[src/rtl/nfc_pkg.sv]
package nfc_pkg;

    // Round count and fixed widths
    localparam int unsigned ROUNDS_DEFAULT = 72;
    localparam int unsigned WORD_W         = 64;
    localparam int unsigned REG_IDX_W      = 3;

    typedef logic [3:0][WORD_W-1:0] block_t;
    typedef logic [7:0][WORD_W-1:0] sched_t;

    // Register map, in units of 64-bit registers
    localparam logic [REG_IDX_W-1:0] REG_KEY0 = 3'd0;
    localparam logic [REG_IDX_W-1:0] REG_IV0  = 3'd4;

    // Initial key schedule words
    localparam sched_t INIT_WORDS = {
        64'hf49868f3bbc76141, 64'hbcf86e0d3dc199bb,
        64'hf8882200cdb4f256, 64'h8275e501f230b8d5,
        64'hbe4f3c1f65e2125d, 64'hcfbbc9437bcd9379,
        64'h8268adc2d69397b9, 64'ha00f3050f2a18c8f
    };

    // Request type carried in tuser
    localparam logic REQ_ENCRYPT = 1'b0;
    localparam logic REQ_DECRYPT = 1'b1;

    typedef enum logic [2:0] {
        ST_IDLE,
        ST_EXPAND,
        ST_FETCH,
        ST_ROUND,
        ST_DONE
    } state_t;

    // Configuration write request
    typedef struct packed {
        logic                 we;
        logic [REG_IDX_W-1:0] idx;
        logic [WORD_W-1:0]    data;
    } cfg_wr_t;

    // Controller to datapath commands
    typedef struct packed {
        logic load;
        logic sched_step;
        logic rk_we;
        logic round_en;
        logic finish;
    } dp_cmd_t;

    // Datapath to controller status
    typedef struct packed {
        logic dec;
    } dp_status_t;

    function automatic logic [WORD_W-1:0] rol64(input logic [WORD_W-1:0] x,
                                                input int unsigned n);
        return (x << n) | (x >> (WORD_W - n));
    endfunction

endpackage

[src/rtl/nfc_ctrl.sv]
module nfc_ctrl #(
    parameter int unsigned ROUNDS = nfc_pkg::ROUNDS_DEFAULT,
    parameter int unsigned CNT_W  = (ROUNDS > 1) ? $clog2(ROUNDS) : 1
) (
    input  logic               aclk,
    input  logic               aresetn,
    input  logic               s_tvalid,
    output logic               s_tready,
    output logic               m_tvalid,
    input  logic               m_tready,
    input  logic               key_wr,
    input  nfc_pkg::dp_status_t status,
    output nfc_pkg::dp_cmd_t   cmd,
    output logic [CNT_W-1:0]   rk_waddr,
    output logic [CNT_W-1:0]   rk_raddr
);
    import nfc_pkg::*;

    localparam logic [CNT_W-1:0] LAST_IDX = CNT_W'(ROUNDS - 1);

    state_t           state_reg, state_next;
    logic [CNT_W-1:0] cnt_reg, cnt_next;
    logic [CNT_W-1:0] raddr_reg, raddr_next;
    logic             ready_reg, ready_next;
    logic             mvalid_reg, mvalid_next;

    // State and counters
    always_ff @(posedge aclk) begin
        if (!aresetn) begin
            state_reg  <= ST_IDLE;
            cnt_reg    <= '0;
            raddr_reg  <= '0;
            ready_reg  <= 1'b0;
            mvalid_reg <= 1'b0;
        end else begin
            state_reg  <= state_next;
            cnt_reg    <= cnt_next;
            raddr_reg  <= raddr_next;
            ready_reg  <= ready_next;
            mvalid_reg <= mvalid_next;
        end
    end

    // Next state and commands
    always_comb begin
        state_next  = state_reg;
        cnt_next    = cnt_reg;
        raddr_next  = raddr_reg;
        ready_next  = ready_reg;
        mvalid_next = mvalid_reg;
        cmd         = '0;
        s_tready    = 1'b0;

        if (mvalid_reg && m_tready) mvalid_next = 1'b0;

        case (state_reg)
            ST_IDLE: begin
                s_tready = 1'b1;
                if (s_tvalid) begin
                    cmd.load = 1'b1;
                    cnt_next = '0;
                    // stale round keys are rebuilt first
                    state_next = ready_reg ? ST_FETCH : ST_EXPAND;
                end
            end
            ST_EXPAND: begin
                cmd.sched_step = 1'b1;
                cmd.rk_we      = 1'b1;
                cnt_next       = cnt_reg + 1'b1;
                if (cnt_reg == LAST_IDX) begin
                    ready_next = 1'b1;
                    state_next = ST_FETCH;
                end
            end
            ST_FETCH: begin
                // decrypt walks the round keys backwards
                raddr_next = status.dec ? LAST_IDX : '0;
                cnt_next   = '0;
                state_next = ST_ROUND;
            end
            ST_ROUND: begin
                cmd.round_en = 1'b1;
                if (cnt_reg == LAST_IDX) begin
                    state_next = ST_DONE;
                end else begin
                    cnt_next   = cnt_reg + 1'b1;
                    raddr_next = status.dec ? raddr_reg - 1'b1 : raddr_reg + 1'b1;
                end
            end
            ST_DONE: begin
                if (!mvalid_reg || m_tready) begin
                    cmd.finish  = 1'b1;
                    mvalid_next = 1'b1;
                    state_next  = ST_IDLE;
                end
            end
            default: begin
                state_next = ST_IDLE;
            end
        endcase

        if (key_wr) ready_next = 1'b0;
    end

    assign m_tvalid = mvalid_reg;
    assign rk_waddr = cnt_reg;
    assign rk_raddr = raddr_next;

endmodule

[config.mk]
export PLATFORM = sky130hd
export DESIGN_NAME = nfc_ctrl
export DESIGN_NICKNAME = d
export VERILOG_FILES = /design/src/rtl/nfc_pkg.sv /design/src/rtl/nfc_ctrl.sv
export SDC_FILE = /design/constraint.sdc
export NUM_CORES = 1
export LEC_CHECK = 0
export BUFFER_PORTS_ARGS = -buffer_cell sky130_fd_sc_hd__buf_2
export CORE_MARGIN = 3
export CORE_UTILIZATION = 25
export CTS_BUF_LIST = sky130_fd_sc_hd__clkbuf_2
export CTS_CLUSTER_DIAMETER = 120
export CTS_CLUSTER_SIZE = 40
export DETAILED_ROUTE_END_ITERATION = 8
export HOLD_SLACK_MARGIN = 0.05
export PLACE_DENSITY = 0.46
export SYNTH_ARGS = -nofsm -noshare
export SYNTH_HDL_FRONTEND = slang
export SYNTH_SLANG_ARGS = --single-unit
[constraint.sdc]
create_clock -name aclk -period 2.3 [get_ports aclk]
set_clock_uncertainty 0.1 [all_clocks]
set_input_delay 0.115 -clock aclk [delete_from_list [all_inputs] [get_ports aclk]]
set_output_delay 0.115 -clock aclk [all_outputs]
set_load 0.05 [all_outputs]
==> results of run 1 <==
-- kinds of logic (layout without fill, tap and decap cells) --
group / after synthesis / count (layout) / synth area share, %
compound gates: 41 / 41 / 22.86
mux: 2 / 2 / 1.988
buf+inv: 14 / 52 / 4.771
simple gates: 59 / 59 / 25.65
fa+ha+maj: 7 / 7 / 7.555
flops: 19 / 19 / 30.22
xor+xnor: 10 / 10 / 6.958
-- worst min-delay path, stage by stage --
cell     delay [ns]
buf_2          0.20
xnor2_1        0.16
xnor2_1        0.15
o31ai_1        0.07
-- metrics by stage --
step	total power [W]	cells	utilization [%]
floorplan	0.0005515	152	-
global placement	0.0006032	241	31.29
detailed placement	0.0006036	241	31.29
CTS	0.0008003	254	34.25
global route	0.0008532	257	35.92
finish	0.0008003	257	35.92
-- synth_stat cells (2+ instances only) --
library cell / instances / area share [%]
nand3_1: 4 / 1.6
a21boi_0: 2 / 1.2
o21ai_0: 6 / 2.4
nand2b_1: 3 / 1.5
a221o_1: 4 / 3.2
and2_1: 10 / 5.0
nand2_1: 7 / 2.1
o31ai_1: 2 / 1.2
nand4_1: 2 / 0.99
xor2_1: 6 / 4.2
clkbuf_1: 3 / 0.89
ha_1: 6 / 6.0
and3_1: 4 / 2.0
a21oi_1: 9 / 3.6
nor3_1: 5 / 2.0
nor2b_1: 4 / 2.0
dfxtp_1: 19 / 30
o211ai_1: 4 / 2.4
xnor2_1: 4 / 2.8
nor2_1: 15 / 4.5
o21a_1: 2 / 1.2
inv_1: 6 / 1.8
buf_2: 3 / 1.2
-- layer usage --
metal / vias to the layer above / track usage, % / part of all wire, %
met5: - / 0 / 0
met4: 0 / 2.717 / 0.59
met3: 2 / 1.995 / 4.4
met2: 30 / 18.55 / 50
met1: 566 / 14.04 / 45
li1: 625 / - / -
-- layout make-up --
cell class / count / share of cell area, %
clock buffers: 3 / 0.8734
clock inverters: 1 / 0.4367
inverters: 6 / 1.310
multi-input cells: 119 / 51.60
flip-flops and latches: 19 / 23.44
well taps: 67 / 4.876
repair buffers: 42 / 17.47
-- timing repair --
action,CTS,global route
resized for setup,16,18
pin swaps,2,5
hold buffers,4,0
endpoints found under the hold margin,11,0
setup endpoints to repair,7,7
setup buffers,5,3
-- power by group --
part           switching [W]  total, W  internal [W]
clock               0.000122  0.000162     0.0000405
combinational       0.000171  0.000280      0.000109
sequential         0.0000193  0.000358      0.000339
-- cells in the final DEF (no fill, tap or decap), types with 2 or more instances in the layout --
master,n
buf_2,19
nor2_1,15
buf_4,13
a21oi_1,9
dfxtp_1,9
and2_1,8
xor2_1,6
nand2_1,6
buf_6,6
dfxtp_2,6
nand3_1,4
o211ai_1,4
o21ai_0,4
and3_1,4
a221o_1,4
xnor2_1,4
ha_1,4
dlygate4sd3_1,4
dfxtp_4,4
inv_2,3
inv_1,3
nor2b_1,3
nor3_1,3
clkbuf_2,3
nand2b_1,2
and2_4,2
nor3_2,2
o21a_1,2
o21ai_1,2
o31ai_1,2
nand4_1,2
a21boi_0,2
ha_4,2
-- path summary, 6_finish.rpt --
path / from / to / slack [ns] / cells after the start
setup reg to reg: rk_waddr[5] / raddr_reg[0] / 0.42 / 6
setup / recovery: raddr_reg[1] / rk_raddr[6] / 0.06 / 8
hold reg to reg: rk_waddr[1] / rk_waddr[1] / 0.42 / 2
hold / removal: status / raddr_reg[6] / 0.29 / 4
==> results.md, run 1 <==
- Buf+Inv Stages, Crit Path: 2
- CTS Buf Count: 3
- Synth cell types: 45
- Mean post-synth cell area: a little over 8 um2
- Full die area: between 0.005 and 0.006 mm2
- Core Region: 0.004786 mm2
- Final period util: 97.20%
- Initial core utilization: 26.30%
- Slew at the pin with the worst max-slew slack: 0.6983 ns
- Initial antenna violation count: 0
- Synth Instances: 152
- Post-Syn Area: approximately 0.0013 mm2
- Maximum capacitance violations: 0
- Critical path class: flip-flop to output pin
- First-pass GRT wire length: 5354 um
- Crit path capture type: output pin
- Htree depth: 1
- Slowest-stage cell, CP: dfxtp_2
- Clock Latency Late Sink: 0.33 ns
- Drt pass-1 iters: 4
- Synthesis-to-finish area growth: 36.58%
- Layout cells sized above 1: approximately two fifths
- Critical Path Start Type: flip-flop
- Setup slack at placement: 0.2322 ns
- VDD IR-drop max: between 0.2 and 0.3 mV
- Number of global-route vias before repair: 1,150
- Crit path time final: approximately 2.2 ns
- Final max-slew violation count: 0
- Vias: 1,223
- Final HPWL DP: roughly 2300 um
- Post-layout nets: 204
- Ports: 27
- Number of port buffers: 26
- Worst Hold Margin: 0.2899 ns
- GR Overflow Total: 0
- #FFs+latches synth: 19
- N_diodes: 0
- CP Max Fanout: 3
- Slowest Stage Delay on Critical Path: around 0.41 ns
- Pin count of the biggest net entering global routing: 18
- RSZ-0062 raised after global routing: yes
- CTS root buf: clkbuf_2
- Leakage power total: between 0.7 and 0.8 nW
- Setup-violating endpoint count in the final report: 0
- CP delay by family, top: compound AO/OA/AOI/OAI gates
- Mapped Nets: 165
- Max Freq: about 450 MHz
- Synthesis warning total: 0
- Pwr/cell area: around 470 mW/mm2
- Clock Tree Buf Depth: 2
- Clk slew on worst S/H paths: around 0.23 ns
- Critical Path RT: 2.09 ns
- Die Ht: 76.96 um
- Placer Congestion: 0.8057
- Design Area, Final: 0.001719 mm2
- # rows: 25
- Hold crit path type: input pin to flip-flop
- Total track usage: between 10% and 20%
- Setup TNS: 0 ns
- DRC viols: 0
- Die X: 76.96 um
- Ys async rst share: 0%
- WL/cell: 12.44 um
- Status: finished, final reports clean
- Seq/Total Area, Yosys: 30.22%
- DRT iter0 DRCs: 47
- Slew HR: 53.05%
- Main flop type after synthesis: dfxtp_1
- Total clock sinks: 19
- Number of flops mapped to enable cells by yosys: 0
- Avg Vias per Cell: 4.759
- Fillers: slightly below 500
- Setup ws final: 0.06429 ns
- Sequential Area: 402.9 um2
- WL final: around 3200 um
- CTS tree: built
- Placed cell area: 0.001498 mm2
- CP arrival: 2.02 ns
- CP cell instances: inv_2 -> fa_2 -> nor2b_2 -> o31a_1 -> o22ai_2 -> xnor2_1 -> o21ai_1 -> buf_6
- Post-DRT Antenna Nets: 0
- Hold Vio Cnt, Final: 0
- Multi-input logic area: between 800 and 900 um2
No activity file was read; power rests on OpenSTA's default activity.
==> run 2: changes to the inputs <==
--- a/config.mk
+++ b/config.mk
@@ -14,6 +14,7 @@
 export DETAILED_ROUTE_END_ITERATION = 8
 export HOLD_SLACK_MARGIN = 0.05
 export PLACE_DENSITY = 0.46
+export SETUP_SLACK_MARGIN = 0.15
 export SYNTH_ARGS = -nofsm -noshare
 export SYNTH_HDL_FRONTEND = slang
 export SYNTH_SLANG_ARGS = --single-unit
==> run 2 against run 1 <==
Against the previous run: non-clock buffer count up 3; register-to-register slack about the same; critical path depth down 2; die area unchanged; sequential share of layout area down 0.46 points; critical endpoint is now rk_raddr[1]; largest power group unchanged.
==> results.md, run 2 (synthesis gave the netlist of run 1 again) <==
- Setup-violating endpoint count in the final report: 0
- Avg Vias per Cell: 4.762
- CTS root buf: clkbuf_2
- Initial core utilization: 26.30%
- Slowest-stage cell, CP: fa_2
- Clock Latency Late Sink: 0.34 ns
- WL final: 3331 um
- Most common cell after layout, fill and taps aside: buf_2
- Slew HR: between 50% and 60%
- Final max-slew violation count: 0
- Drt pass-1 iters: 4
- Clock Tree Buf Depth: 2
- Number of port buffers: 26
- Critical Path RT: 2.09 ns
- Placer Congestion: 0.7929
- Ports: 27
- WL/cell: 12.81 um
- Layout cells sized above 1: 43.01%
- CTS Buf Count: 3
- Crit path time final: roughly 2.3 ns
- Post-DRT Antenna Nets: 0
- Hold crit path type: input pin to flip-flop
- Number of global-route vias before repair: 1,249
- CP arrival: between 2 and 2.5 ns
- Htree depth: 1
- Die X: 76.96 um
- First-pass GRT wire length: 5685 um
- Clk slew on worst S/H paths: 0.23 ns
- Pin count of the biggest net entering global routing: 16
- Status: finished, final reports clean
- N_diodes: 0
- Final HPWL DP: 2377 um
- Synthesis-to-finish area growth: 40.16%
- Setup TNS: 0 ns
- Crit path capture type: output pin
- CTS tree: built
- Critical Path Start Type: flip-flop
- Total clock sinks: 19
- Total power: 0.0008220 W
- Post-layout nets: 207
- Critical path's most frequent cell: inv_2
- CP cell instances: inv_2 -> fa_2 -> inv_2 -> a22o_1 -> a221o_2 -> buf_8
- DRT iter0 DRCs: 33
- Final period util: 99.25%
- Vias: 1,238
- Initial antenna violation count: 0
- # rows: 25
- Most frequent cells in the layout: buf_2 (19), buf_4 (16), nor2_1 (15)
- Slew at the pin with the worst max-slew slack: 0.6728 ns
- RSZ-0062 raised after global routing: yes
- GR Overflow Total: 0
- Slowest Stage Delay on Critical Path: ~0.54 ns
- Hold Vio Cnt, Final: 0
- Maximum capacitance violations: 0
- Full die area: about 0.0059 mm2
- Max Freq: around 440 MHz
- Leakage power total: 0.7567 nW
- Total track usage: 11.62%
- Core Region: 0.004786 mm2
- VDD IR-drop max: 0.2450 mV
- Pwr/cell area: 466.0 mW/mm2
- Critical path class: flip-flop to output pin
- DRC viols: 0
- CP Max Fanout: 3
- Die Ht: 76.96 um
## run 2: changes by cell type in the layout (fill, tap and decap cells not counted), moves of 2 or more
cell	previous run	this run
a21oi_2	0	2
a21oi_1	9	7
buf_6	6	3
buf_8	0	3
dfxtp_1	9	7
dfxtp_2	6	8
buf_4	13	16
a221o_1	4	1
a221o_2	0	3
## run 2: path summary, 6_finish.rpt
kind,start,end,slack [ns],cells after the start
hold reg to reg,rk_waddr[6],rk_waddr[6],0.44,2
setup reg to reg,raddr_reg[1],raddr_reg[1],0.41,6
hold / removal,status,raddr_reg[6],0.27,4
setup / recovery,raddr_reg[1],rk_raddr[1],0.02,6
## run 2: where the power goes
part           internal [W]  leakage [nW]  switching (W)
logic              0.000119         0.580       0.000175
clock network     0.0000394        0.0164       0.000130
registers          0.000340         0.161      0.0000187
## run 2: repair_timing
item | CTS | global route
resized for setup | 26 | 10
setup buffers | 7 | 1
setup endpoints to repair | 8 | 7
hold endpoints to repair | 12 | 0
hold buffers | 4 | 0
pin swaps | 7 | 9
## run 2: per-stage QoR
stage | setup WS [ns] | utilization (%) | hold WS (ns) | instance area (um2) | cells
global route | -0.07405 | 36.86 | 0.2801 | 1764 | 260
finish | 0.01727 | 36.86 | 0.2657 | 1764 | 260
detailed placement | 0.2676 | 32.08 | 0.1832 | 1535 | 244
floorplan | 0.02254 | - | 0.09431 | 1313 | 152
global placement | 0.2778 | 32.08 | 0.1820 | 1535 | 244
CTS | -0.008714 | 35.76 | 0.2213 | 1712 | 259
## run 2: layer usage
metal | wire, um | global-route usage, % | vias up
li1 | - | - | 628
met1 | 1587 | 15.13 | 589
met2 | 1621 | 19.43 | 17
met3 | 88 | 1.643 | 4
met4 | 34 | 4.167 | 0
met5 | 0 | 0 | -
## run 2: cell type report
cell class / instances / area, um2
clock inverter: 1 / 5.005
tap: 67 / 83.83
inverter: 6 / 22.52
clock buffer: 3 / 15.01
multi-input combinational: 119 / 898.4
fill: 508 / 3022
sequential: 19 / 405.4
timing repair buffer: 45 / 334.1
## run 2: critical path: cells and delay by family, from the launching register on
family          cells  cell delay [ns]
compound gates      2             0.55
buf+inv             3             0.23
fa+ha+maj           1             0.54
flops               1             0.41
==> run 3: changes to the inputs <==
--- a/config.mk
+++ b/config.mk
@@ -7,13 +7,14 @@
 export LEC_CHECK = 0
 export BUFFER_PORTS_ARGS = -buffer_cell sky130_fd_sc_hd__buf_2
 export CORE_MARGIN = 3
-export CORE_UTILIZATION = 25
+export CORE_UTILIZATION = 56
 export CTS_BUF_LIST = sky130_fd_sc_hd__clkbuf_2
 export CTS_CLUSTER_DIAMETER = 120
 export CTS_CLUSTER_SIZE = 40
 export DETAILED_ROUTE_END_ITERATION = 8
 export HOLD_SLACK_MARGIN = 0.05
-export PLACE_DENSITY = 0.46
+export PLACE_DENSITY = 0.85
+export REMOVE_ABC_BUFFERS = 1
 export SETUP_SLACK_MARGIN = 0.15
 export SYNTH_ARGS = -nofsm -noshare
 export SYNTH_HDL_FRONTEND = slang
==> run 3 against run 2 <==
Against the previous run: flip-flop and latch count unchanged; clock power down 5%; core utilization grew 46 points; design area shrank 4.1%; register-to-register slack got worse by 0.12 ns; global-route usage rose by 13 points; clock-buffer cell count is 1 higher; maximum frequency rose by 0.66%; cell count fell by 15%; worst hold slack lost 0.21 ns; non-clock buffer count rose by 2; highest routed layer unchanged.
==> results.md, run 3 (synthesis gave the netlist of run 1 again) <==
- Placed cells: 199
- Crit path capture type: output pin
- Crit path time final: 2.268 ns
- Placed cell area: 0.001400 mm2
- Seq pwr share: 44.0%
- Pin count of the biggest net entering global routing: 22
- Avg Vias per Cell: 5.779
- Vias: 1,283
- Layout cells sized above 1: 40.00%
- CP Max Fanout: 3
- Final HPWL DP: a little over 2000 um
- GR Util met3: under 10%
- Int Pwr: 0.0005037 W
- CTS tree: built
- Total track usage: 24.37%
- Setup-violating endpoint count in the final report: 0
- Clk slew on worst S/H paths: 0.21 ns
- RSZ-0062 raised after global routing: yes
- Total clock sinks: 19
- Hold crit path type: input pin to flip-flop
- Die X: 53.41 um
- Placer Congestion: 0.8342
- Leakage power total: 0.7584 nW
- CTS root buf: clkbuf_2
- Critical Path Start Type: flip-flop
- Hold Vio Cnt, Final: 0
- Net Switching: 0.0003111 W
- Maximum capacitance violations: 0
- CP arrival: 2.05 ns
- Post-layout nets: 209
- GR Overflow Total: 0
- Setup slack at placement: 0.2165 ns
- CTS Buf Count: 3
- # rows: 16
- DRT iter0 DRCs: 23
- Combinational power share: 36.4%
- GRT Max-Usage Layer: met2
- Setup TNS: 0 ns
- Most frequent cells in the layout: buf_2 (19), buf_4 (18), nor2_1 (15)
- Ports: 27
- Critical Path RT: 2.09 ns
- Core Region: a little over 0.002 mm2
- Slew HR: 57.25%
- VDD IR-drop max: 0.4255 mV
- Number of global-route vias before repair: 1,174
- Initial core utilization: 61.64%
- Synthesis-to-finish area growth: 34.39%
- Die Ht: 53.41 um
- Initial antenna violation count: 0
- Slew at the pin with the worst max-slew slack: 0.6359 ns
- Drt pass-1 iters: 4
- Pwr/cell area: about 480 mW/mm2
- DRC viols: 0
- WL/cell: 15.42 um
- Setup ws final: about 0.032 ns
- Full die area: 0.002853 mm2
- Status: finished, final reports clean
- Sw frac: 38.18%
- Finished Layout Cells: 222
- Clock Latency Late Sink: 0.33 ns
- Final max-slew violation count: 0
- Clock power share: 19.6%
- First-pass GRT wire length: 5140 um
- Grt met2 use: 42.65%
- Design Area, Final: 0.001692 mm2
- Critical path class: flip-flop to output pin
- N_diodes: 0
- Clock Tree Buf Depth: 2
- Max Freq: 440.9 MHz
- Post-DRT Antenna Nets: 0
- Most common cell after layout, fill and taps aside: buf_2
- Final period util: between 90% and 100%
- Htree depth: 1
- Global Route met1 Usage: 29.85%
- WL final: 3423 um
- Number of port buffers: 26
==> run 3: changes by cell type in the layout (fill, tap and decap cells not counted), moves of 2 or more <==
| cell | before | now |
|---|---|---|
| a221o_2 | 3 | 0 |
| buf_8 | 3 | 0 |
| a221o_1 | 1 | 4 |
| dfxtp_4 | 4 | 2 |
| dfxtp_1 | 7 | 9 |
| buf_4 | 16 | 18 |
| buf_6 | 3 | 7 |
==> run 3: metal layers <==
metal  vias to the layer above  part of all wire [%]
met5                         -                     0
met4                         0                   1.2
met3                         6                   2.7
met2                        26                    52
met1                       614                    44
li1                        637                     -
==> run 3: path summary, 6_finish.rpt <==
path	from	end	slack (ns)	cells after the start
setup / recovery	raddr_reg[1]	rk_raddr[4]	0.03	7
hold / removal	s_tvalid	state_reg[2]	0.06	3
setup reg to reg	rk_waddr[3]	rk_waddr[0]	0.29	8
hold reg to reg	ready_reg	ready_reg	0.46	2
==> run 3: area by class of cell <==
class / count / area [um2]
well taps: 27 / 33.78
inverters: 6 / 22.52
multi-input cells: 119 / 878.3
clock buffers: 4 / 20.02
repair buffers: 47 / 339.1
flip-flops and latches: 19 / 397.9
fillers: 133 / 350.3
==> run 3: worst max-delay path: stages (launching register included) <==
cell	delay (ns)
dfxtp_2	0.41
inv_2	0.05
fa_2	0.38
nor2b_2	0.15
o31a_1	0.17
a21oi_1	0.07
a221o_1	0.33
buf_6	0.17
==> run 3: repair_timing <==
item,4_1_cts,5_1_grt
hold endpoints to repair,8,0
resized for setup,35,10
buffers inserted,12,4
pin swaps,13,12
hold buffers,3,0
endpoints found under the setup margin,7,8
==> run 3: metrics by stage <==
stage	hold slack, ns	utilization (%)	total power, W
2_1_floorplan	0.09431	-	0.0005406
3_3_place_gp	0.1812	68.57	0.0005934
3_5_place_dp	0.1854	68.57	0.0005968
4_1_cts	0.06980	79.66	0.0007902
5_1_grt	0.06104	82.84	0.0008473
6_report	0.05830	82.84	0.0008148
==> run 3: power by group through the flow <==
stage	combinational, W	clock, W	sequential [W]
after floorplan	0.000172	0	0.000369
after global placement	0.000230	0	0.000364
after detailed placement	0.000232	0	0.000365
after CTS	0.000276	0.000157	0.000357
after global routing	0.000315	0.000173	0.000360
final	0.000297	0.000160	0.000358
